**config.mk**
```make
export PLATFORM = sky130hd
export DESIGN_NAME = sorted_list_insert_delete_find_flat
export DESIGN_NICKNAME = d
export VERILOG_FILES = /design/src/hdl/sli_pkg.sv /design/src/hdl/sli_in_if.sv /design/src/hdl/sli_out_if.sv /design/src/hdl/sli_cell.sv /design/src/hdl/sorted_list_insert_delete_find.sv /design/src/flat_wrapper.sv
export SDC_FILE = /design/constraint.sdc
export NUM_CORES = 2
export LEC_CHECK = 0
export CAP_MARGIN = 10
export CORE_UTILIZATION = 30
export CTS_CLUSTER_SIZE = 30
export DETAILED_ROUTE_END_ITERATION = 8
export DONT_BUFFER_PORTS = 1
export GPL_ROUTABILITY_DRIVEN = 0
export HOLD_SLACK_MARGIN = 0.12
export MAX_ROUTING_LAYER = met4
export SETUP_SLACK_MARGIN = 0.3
export SYNTH_ARGS = -nofsm -noshare
export SYNTH_HDL_FRONTEND = slang
export SYNTH_HIERARCHICAL = 1
export SYNTH_SLANG_ARGS = --single-unit
export TNS_END_PERCENT = 100
```
**constraint.sdc**
```tcl
create_clock -name clk_i -period 13.2 [get_ports clk_i]
set_input_delay 1.32 -clock clk_i [delete_from_list [all_inputs] [get_ports clk_i]]
set_output_delay 1.32 -clock clk_i [all_outputs]
set_load 0.005 [all_outputs]
```
**src/hdl/sli_pkg.sv**
```systemverilog
// ----------------------------------------------------------------------------
// sli_pkg
// Types and constants shared by the sorted list cells, top level and checker.
// ----------------------------------------------------------------------------
package sli_pkg;

  localparam int unsigned ValueW       = 32;
  localparam int unsigned PosW         = 5;
  localparam int unsigned SumW         = 36;
  localparam int unsigned AccW         = 37;
  localparam int unsigned DefaultDepth = 16;

  typedef enum logic [1:0] {
    OP_INSERT = 2'd0,
    OP_DELETE = 2'd1,
    OP_FIND   = 2'd2
  } op_e;

  typedef enum logic [1:0] {
    ST_OK        = 2'd0,
    ST_NOT_FOUND = 2'd1,
    ST_FULL      = 2'd2
  } status_e;

  // broadcast to every cell of the row
  typedef struct packed {
    logic                     ins_en;
    logic                     del_en;
    logic signed [ValueW-1:0] value;
  } cell_ctrl_t;

endpackage

```
**src/hdl/sli_in_if.sv**
```systemverilog
// ----------------------------------------------------------------------------
// sli_in_if
// Request channel: operation code and value, valid/ready handshake.
// ----------------------------------------------------------------------------
interface sli_in_if;
  logic                             valid;
  logic                             ready;
  logic [1:0]                       operation;
  logic signed [sli_pkg::ValueW-1:0] value;

  modport source (output valid, operation, value, input ready);
  modport sink   (input valid, operation, value, output ready);
endinterface

```
**src/hdl/sli_out_if.sv**
```systemverilog
// ----------------------------------------------------------------------------
// sli_out_if
// Result channel: status, position, entry count and sum, valid/ready handshake.
// ----------------------------------------------------------------------------
interface sli_out_if;
  logic                            valid;
  logic                            ready;
  logic [1:0]                      status;
  logic [sli_pkg::PosW-1:0]        position;
  logic [sli_pkg::PosW-1:0]        entry_count;
  logic signed [sli_pkg::SumW-1:0] value_sum;

  modport source (output valid, status, position, entry_count, value_sum, input ready);
  modport sink   (input valid, status, position, entry_count, value_sum, output ready);
endinterface

```
**src/hdl/sli_cell.sv**
```systemverilog
// ----------------------------------------------------------------------------
// sli_cell
// One slot of the sorted row: compares its entry against the broadcast value
// and takes its own, the new, the left or the right neighbor's entry.
// ----------------------------------------------------------------------------
module sli_cell (
  input  logic                              clk_i,
  input  sli_pkg::cell_ctrl_t               ctrl_i,
  input  logic                              occ_i,
  input  logic signed [sli_pkg::ValueW-1:0] left_entry_i,
  input  logic signed [sli_pkg::ValueW-1:0] right_entry_i,
  input  logic                              left_lt_i,
  input  logic                              left_seen_i,
  output logic signed [sli_pkg::ValueW-1:0] entry_o,
  output logic                              lt_o,
  output logic                              seen_o,
  output logic                              first_o
);

  logic signed [sli_pkg::ValueW-1:0] entry_q, entry_d;
  logic                              eq;

  assign lt_o    = occ_i && (entry_q < ctrl_i.value);
  assign eq      = occ_i && (entry_q == ctrl_i.value);
  assign seen_o  = left_seen_i | eq;
  assign first_o = eq & ~left_seen_i;
  assign entry_o = entry_q;

  always_comb begin
    entry_d = entry_q;
    if (ctrl_i.ins_en) begin
      // entries below the value stay, the boundary slot takes the value,
      // everything above moves one slot up
      if (!lt_o) begin
        entry_d = left_lt_i ? ctrl_i.value : left_entry_i;
      end
    end else if (ctrl_i.del_en) begin
      // from the first match upward, close the gap
      if (seen_o) begin
        entry_d = right_entry_i;
      end
    end
  end

  always_ff @(posedge clk_i) begin
    entry_q <= entry_d;
  end

endmodule

```
**src/hdl/sorted_list_insert_delete_find.sv**
```systemverilog
// Sorted list of up to DEPTH signed 32-bit values held in a row of cells, one
// value per cell, kept in ascending order. Each accepted transaction inserts,
// deletes or looks up one value and produces exactly one result in an output
// register in the next cycle; a new transaction is taken every cycle while
// that register is empty or being drained, so the sustained rate is one item
// per clock. All cells compare in parallel and shift in the same cycle; the
// first-match flag ripples through the DEPTH cells, which sets the clock path.
// Stored values come up undefined; only slots below the count are ever used.
// ----------------------------------------------------------------------------
// sorted_list_insert_delete_find
// Top level: cell row, entry count, running sum and result register.
// ----------------------------------------------------------------------------
module sorted_list_insert_delete_find #(
  parameter int unsigned DEPTH = sli_pkg::DefaultDepth
) (
  input  logic             clk_i,
  input  logic             rst_ni,
  sli_in_if.sink           in_i,
  sli_out_if.source        out_o
);

  localparam int unsigned CntW = $clog2(DEPTH + 1);

  logic                              accept;
  logic                              is_ins, is_del, is_find;
  logic                              full, found;
  logic [CntW-1:0]                   count_q, count_d;
  logic signed [sli_pkg::AccW-1:0]   sum_q, sum_d, value_ext;
  sli_pkg::cell_ctrl_t               ctrl;

  logic signed [sli_pkg::ValueW-1:0] entries [DEPTH];
  logic [DEPTH:0]                    lt_chain;
  logic [DEPTH:0]                    seen_chain;
  logic [DEPTH-1:0]                  first;
  logic [DEPTH-1:0]                  occ;
  logic [sli_pkg::PosW-1:0]          pos;

  logic                              out_valid_q;
  sli_pkg::status_e                  status_q, status_d;
  logic [sli_pkg::PosW-1:0]          position_q, position_d;
  logic [sli_pkg::PosW-1:0]          count_out_q;
  logic signed [sli_pkg::SumW-1:0]   sum_out_q;

  assign in_i.ready = !out_valid_q || out_o.ready;
  assign accept     = in_i.valid && in_i.ready;

  assign is_ins  = (in_i.operation == sli_pkg::OP_INSERT);
  assign is_del  = (in_i.operation == sli_pkg::OP_DELETE);
  assign is_find = (in_i.operation == sli_pkg::OP_FIND);

  assign full  = (count_q == CntW'(DEPTH));
  assign found = seen_chain[DEPTH];

  assign ctrl.ins_en = accept && is_ins && !full;
  assign ctrl.del_en = accept && is_del && found;
  assign ctrl.value  = in_i.value;

  assign lt_chain[0]   = 1'b1;
  assign seen_chain[0] = 1'b0;

  for (genvar i = 0; i < DEPTH; i++) begin : g_cell
    logic signed [sli_pkg::ValueW-1:0] left_entry, right_entry;

    assign occ[i] = (CntW'(i) < count_q);

    if (i == 0) begin : g_left_edge
      assign left_entry = in_i.value;
    end else begin : g_left
      assign left_entry = entries[i-1];
    end

    if (i == DEPTH - 1) begin : g_right_edge
      assign right_entry = '0;
    end else begin : g_right
      assign right_entry = entries[i+1];
    end

    sli_cell u_cell (
      .clk_i         (clk_i),
      .ctrl_i        (ctrl),
      .occ_i         (occ[i]),
      .left_entry_i  (left_entry),
      .right_entry_i (right_entry),
      .left_lt_i     (lt_chain[i]),
      .left_seen_i   (seen_chain[i]),
      .entry_o       (entries[i]),
      .lt_o          (lt_chain[i+1]),
      .seen_o        (seen_chain[i+1]),
      .first_o       (first[i])
    );
  end

  // first[] is one-hot when a match exists
  always_comb begin
    pos = '0;
    for (int i = 0; i < DEPTH; i++) begin
      if (first[i]) begin
        pos = pos | sli_pkg::PosW'(i + 1);
      end
    end
  end

  assign value_ext = {{(sli_pkg::AccW - sli_pkg::ValueW){in_i.value[sli_pkg::ValueW-1]}},
                      in_i.value};

  always_comb begin
    count_d    = count_q;
    sum_d      = sum_q;
    status_d   = sli_pkg::ST_OK;
    position_d = '0;
    if (is_ins) begin
      if (full) begin
        status_d = sli_pkg::ST_FULL;
      end else begin
        count_d = count_q + CntW'(1);
        sum_d   = sum_q + value_ext;
      end
    end else if (is_del) begin
      if (found) begin
        count_d = count_q - CntW'(1);
        sum_d   = sum_q - value_ext;
      end else begin
        status_d = sli_pkg::ST_NOT_FOUND;
      end
    end else if (is_find) begin
      if (found) begin
        position_d = pos;
      end else begin
        status_d = sli_pkg::ST_NOT_FOUND;
      end
    end
  end

  always_ff @(posedge clk_i or negedge rst_ni) begin
    if (!rst_ni) begin
      count_q     <= '0;
      sum_q       <= '0;
      out_valid_q <= 1'b0;
    end else begin
      if (accept) begin
        count_q     <= count_d;
        sum_q       <= sum_d;
        out_valid_q <= 1'b1;
      end else if (out_o.ready) begin
        out_valid_q <= 1'b0;
      end
    end
  end

  always_ff @(posedge clk_i) begin
    if (accept) begin
      status_q    <= status_d;
      position_q  <= position_d;
      count_out_q <= sli_pkg::PosW'(count_d);
      sum_out_q   <= sum_d[sli_pkg::SumW-1:0];
    end
  end

  assign out_o.valid       = out_valid_q;
  assign out_o.status      = status_q;
  assign out_o.position    = position_q;
  assign out_o.entry_count = count_out_q;
  assign out_o.value_sum   = sum_out_q;

endmodule

```
**src/flat_wrapper.sv**
```systemverilog
// flat-port wrapper written by rule: the top's interface ports become plain ports
module sorted_list_insert_delete_find_flat 
#(
  parameter int unsigned DEPTH = sli_pkg::DefaultDepth
)
  (clk_i, rst_ni, in_i_valid, in_i_operation, in_i_value, in_i_ready, out_o_valid, out_o_status, out_o_position, out_o_entry_count, out_o_value_sum, out_o_ready);
  sli_in_if in_i_i ();
  sli_out_if out_o_i ();
  input  logic clk_i;
  input  logic rst_ni;
  input wire logic [$bits(in_i_i.valid)-1:0] in_i_valid;
  input wire logic [$bits(in_i_i.operation)-1:0] in_i_operation;
  input wire logic [$bits(in_i_i.value)-1:0] in_i_value;
  output wire logic [$bits(in_i_i.ready)-1:0] in_i_ready;
  output wire logic [$bits(out_o_i.valid)-1:0] out_o_valid;
  output wire logic [$bits(out_o_i.status)-1:0] out_o_status;
  output wire logic [$bits(out_o_i.position)-1:0] out_o_position;
  output wire logic [$bits(out_o_i.entry_count)-1:0] out_o_entry_count;
  output wire logic [$bits(out_o_i.value_sum)-1:0] out_o_value_sum;
  input wire logic [$bits(out_o_i.ready)-1:0] out_o_ready;
  assign in_i_i.valid = in_i_valid;
  assign in_i_i.operation = in_i_operation;
  assign in_i_i.value = in_i_value;
  assign in_i_ready = in_i_i.ready;
  assign out_o_valid = out_o_i.valid;
  assign out_o_status = out_o_i.status;
  assign out_o_position = out_o_i.position;
  assign out_o_entry_count = out_o_i.entry_count;
  assign out_o_value_sum = out_o_i.value_sum;
  assign out_o_i.ready = out_o_ready;
  sorted_list_insert_delete_find #(.DEPTH(DEPTH)) u_core (.clk_i(clk_i), .rst_ni(rst_ni), .in_i(in_i_i), .out_o(out_o_i));
endmodule
```
==> results.md <==
* Power density cells at 151 nW/um^2
* Clk pwr share at between 20 and 30%
* Delay-heaviest family, CP: simple AND/OR/NAND/NOR gates
* Vias in the first global route at 38600
* Die Wd at approximately 400 microns
* Drt initial violations at approximately 4100
* Switching share of power at between 30 and 40%
* Clk root buf: clkbuf_16
* Die height at 403 microns
* Hold/Removal Path Class: in2async
* Initial core utilization at between 30% and 40%
* Total track usage at between 10% and 20%
* Ys Warns at 6
* TNS Setup at 0 ns
* Clock-pin slew of the registers on the worst-case setup and hold paths at around 0.06 ns
* Clk_skew at 0.0400 ns
* TritonCTS buffer count at between 70 and 80
* # IOs at 88
* CTS Sinks at 602
* Least-Margin Pin Slew at 1.10 ns
* Floorplan core area at roughly 160000 sq um
* Detailed Place HPWL at roughly 110000 microns
* FP Rows at 146
* Reg power frac at roughly a third
* First-pass GRT wire length at 233000 microns
* Final hold violations at 0
* PortBufs at 0
* Final instance area at approximately 53000 sq um
* Post-layout min period at around 8.6 ns
* Period utilization at between 60% and 70%
* Worst-path fanout max at 40
* Max-Cap Viols at 0
* Vias at 40100
* Finish-stage setup viols at 0
* # placed instances at around 7200
* Crit path largest cell delay at between 0.6 and 0.7 ns
* Crit start category: flip-flop
* Die footprint at approximately 160000 sq um
* Int Pwr at 4.90 mW
* Critical Path Most Common Cell: nand2b_1
* P_leak at between 20 and 25 nW
* Mean Syn Cell Area at slightly above 9 sq um
* WS Path Type: reg2reg
* Vias per cell at between 5 and 6
* DR pass1 iterations at 8
* Combinational fraction of design power at 39.3%
* DR WL/cell at ~21 microns
* CP Capture Type: flip-flop
* CTS tree: done
* Worst EP arrival at about 9 ns
* Max IR drop VDD at about 0.00009 V
* Hold-fix buffers at CTS at 0
* CP Buf/Inv Count at 6
* Mapped cell area at 48100 sq um
* Ratio of cells with drive above 1 in the final layout at under 10%
* # fillers at about 16000
* # nets final at about 5800
* Post-CTS sizing at 0
* Achievable clock frequency at between 100 and 150 MHz
* Status: finished clean
* Clock buffer depth at 3
* RSZ-0062 raised after global routing: no
* Post-Synthesis Cells at about 5200
* Non-Filler Instances at 7316
* Switching power at about 3.1 mW
* Slowest CP cell: clkinv_1
* Area growth from synthesis to layout at 10.6%
* Placed inst area at about 51000 sq um
* Clock Latency Late Sink at between 0.6 and 0.7 ns
* Pin count of the biggest net entering global routing at ~150
* Final Max Slew Viols at 0
* Post-CTS Setup Inserts at 0
* H-tree depth at 3
* Drt total wl at around 150000 microns
* Worst EP required at approximately 14 ns
* Residual DRC count at 0
* Post-route ant nets at 0
* Initial antenna violation count at 5
* Max-slew headroom at 25.7%
* Remaining Overflow, GRT at 0
==> through the flow <==
step | power, mW | worst slack [ns] | hold slack (ns) | util [%]
after floorplan | 4.98 | 6.10 | 0.462 | -
after global placement | 5.81 | 4.66 | 0.477 | 31.9
after detailed placement | 5.87 | 4.52 | 0.480 | 31.9
after CTS | 8.04 | 4.77 | 0.307 | 33.5
after global routing | 8.45 | 4.24 | 0.316 | 33.5
final | 8.04 | 4.62 | 0.345 | 33.5
==> area by class of cell <==
cell class	count	area, sq um	share of cell area, %
clock inverters	43	499	0.937
clock buffers	93	2000	3.75
inverters	635	2390	4.49
diodes	7	17.5	0.0329
well taps	2072	2590	4.87
multi-input cells	3804	27500	51.5
flip-flops and latches	602	17900	33.5
repair buffers	60	450	0.846
==> final timing paths <==
kind | from | to | slack [ns] | cells after the start
max in group asynchronous | rst_ni | u_core/out_o.valid | 12.74 | 0
hold / removal | rst_ni | u_core/sum_q[14] | 0.35 | 0
setup / recovery | u_core/count_q[4] | u_core/g_cell[0].u_cell/entry_o[4] | 4.62 | 30
setup reg to reg | u_core/count_q[4] | u_core/g_cell[0].u_cell/entry_o[4] | 4.62 | 30
hold reg to reg | u_core/sum_q[35] | u_core/sum_q[35] | 0.49 | 1
min in group clk_i | u_core/sum_q[35] | u_core/sum_q[35] | 0.49 | 1
==> registers in the layout, indices dropped and copies added, names as in the netlist <==
name / count
u_core/count_q: 5
u_core/g_cell.u_cell/entry_o: 512
u_core/out_o.entry_count: 5
u_core/out_o.position: 5
u_core/out_o.status: 2
u_core/out_o.valid: 1
u_core/out_o.value_sum: 36
u_core/sum_q: 36
==> power by group through the flow <==
stage / Sequential (mW) / Clock (mW) / Combinational (mW)
floorplan: 2.64 / 0 / 2.34
global placement: 2.76 / 0 / 3.05
detailed placement: 2.76 / 0 / 3.11
CTS: 2.72 / 2.20 / 3.12
global route: 2.75 / 2.26 / 3.44
finish: 2.72 / 2.15 / 3.16
==> cell usage in the layout (no fill, tap or decap), types with 24 or more instances in the layout <==
| cell | instances |
|---|---|
| nor2_1 | 659 |
| buf_4 | 60 |
| nand4_1 | 106 |
| o311ai_1 | 32 |
| a211oi_1 | 43 |
| nor4_1 | 47 |
| ha_1 | 585 |
| a221oi_1 | 24 |
| inv_1 | 630 |
| nor2b_1 | 31 |
| edfxtp_1 | 560 |
| nand2b_1 | 34 |
| nand2_1 | 233 |
| dfrtp_1 | 42 |
| conb_1 | 35 |
| a21oi_1 | 813 |
| mux2i_1 | 514 |
| clkbuf_16 | 77 |
| o21ai_0 | 115 |
| a221o_1 | 24 |
| o211ai_1 | 43 |
| nand3_1 | 58 |
| nor3_1 | 33 |
==> worst register-to-register path, delay by kind of cell, from the launching register on <==
family / cells / cell delay [ns]
buffers and inverters: 6 / 2.24
and+or+nand+nor: 21 / 4.68
DFF: 1 / 0.57
AOI/OAI and AO/OA: 3 / 0.82
==> per-layer routing <==
layer  track usage [%]  up-vias  routed length [microns]
li1                  -    19000                        -
met1              25.3    19400                    68900
met2              29.0     1428                    69300
met3              2.91      249                    11200
met4              6.02        0                     4760
met5                 -        -                        0
Power figures use the tool's default switching activity.
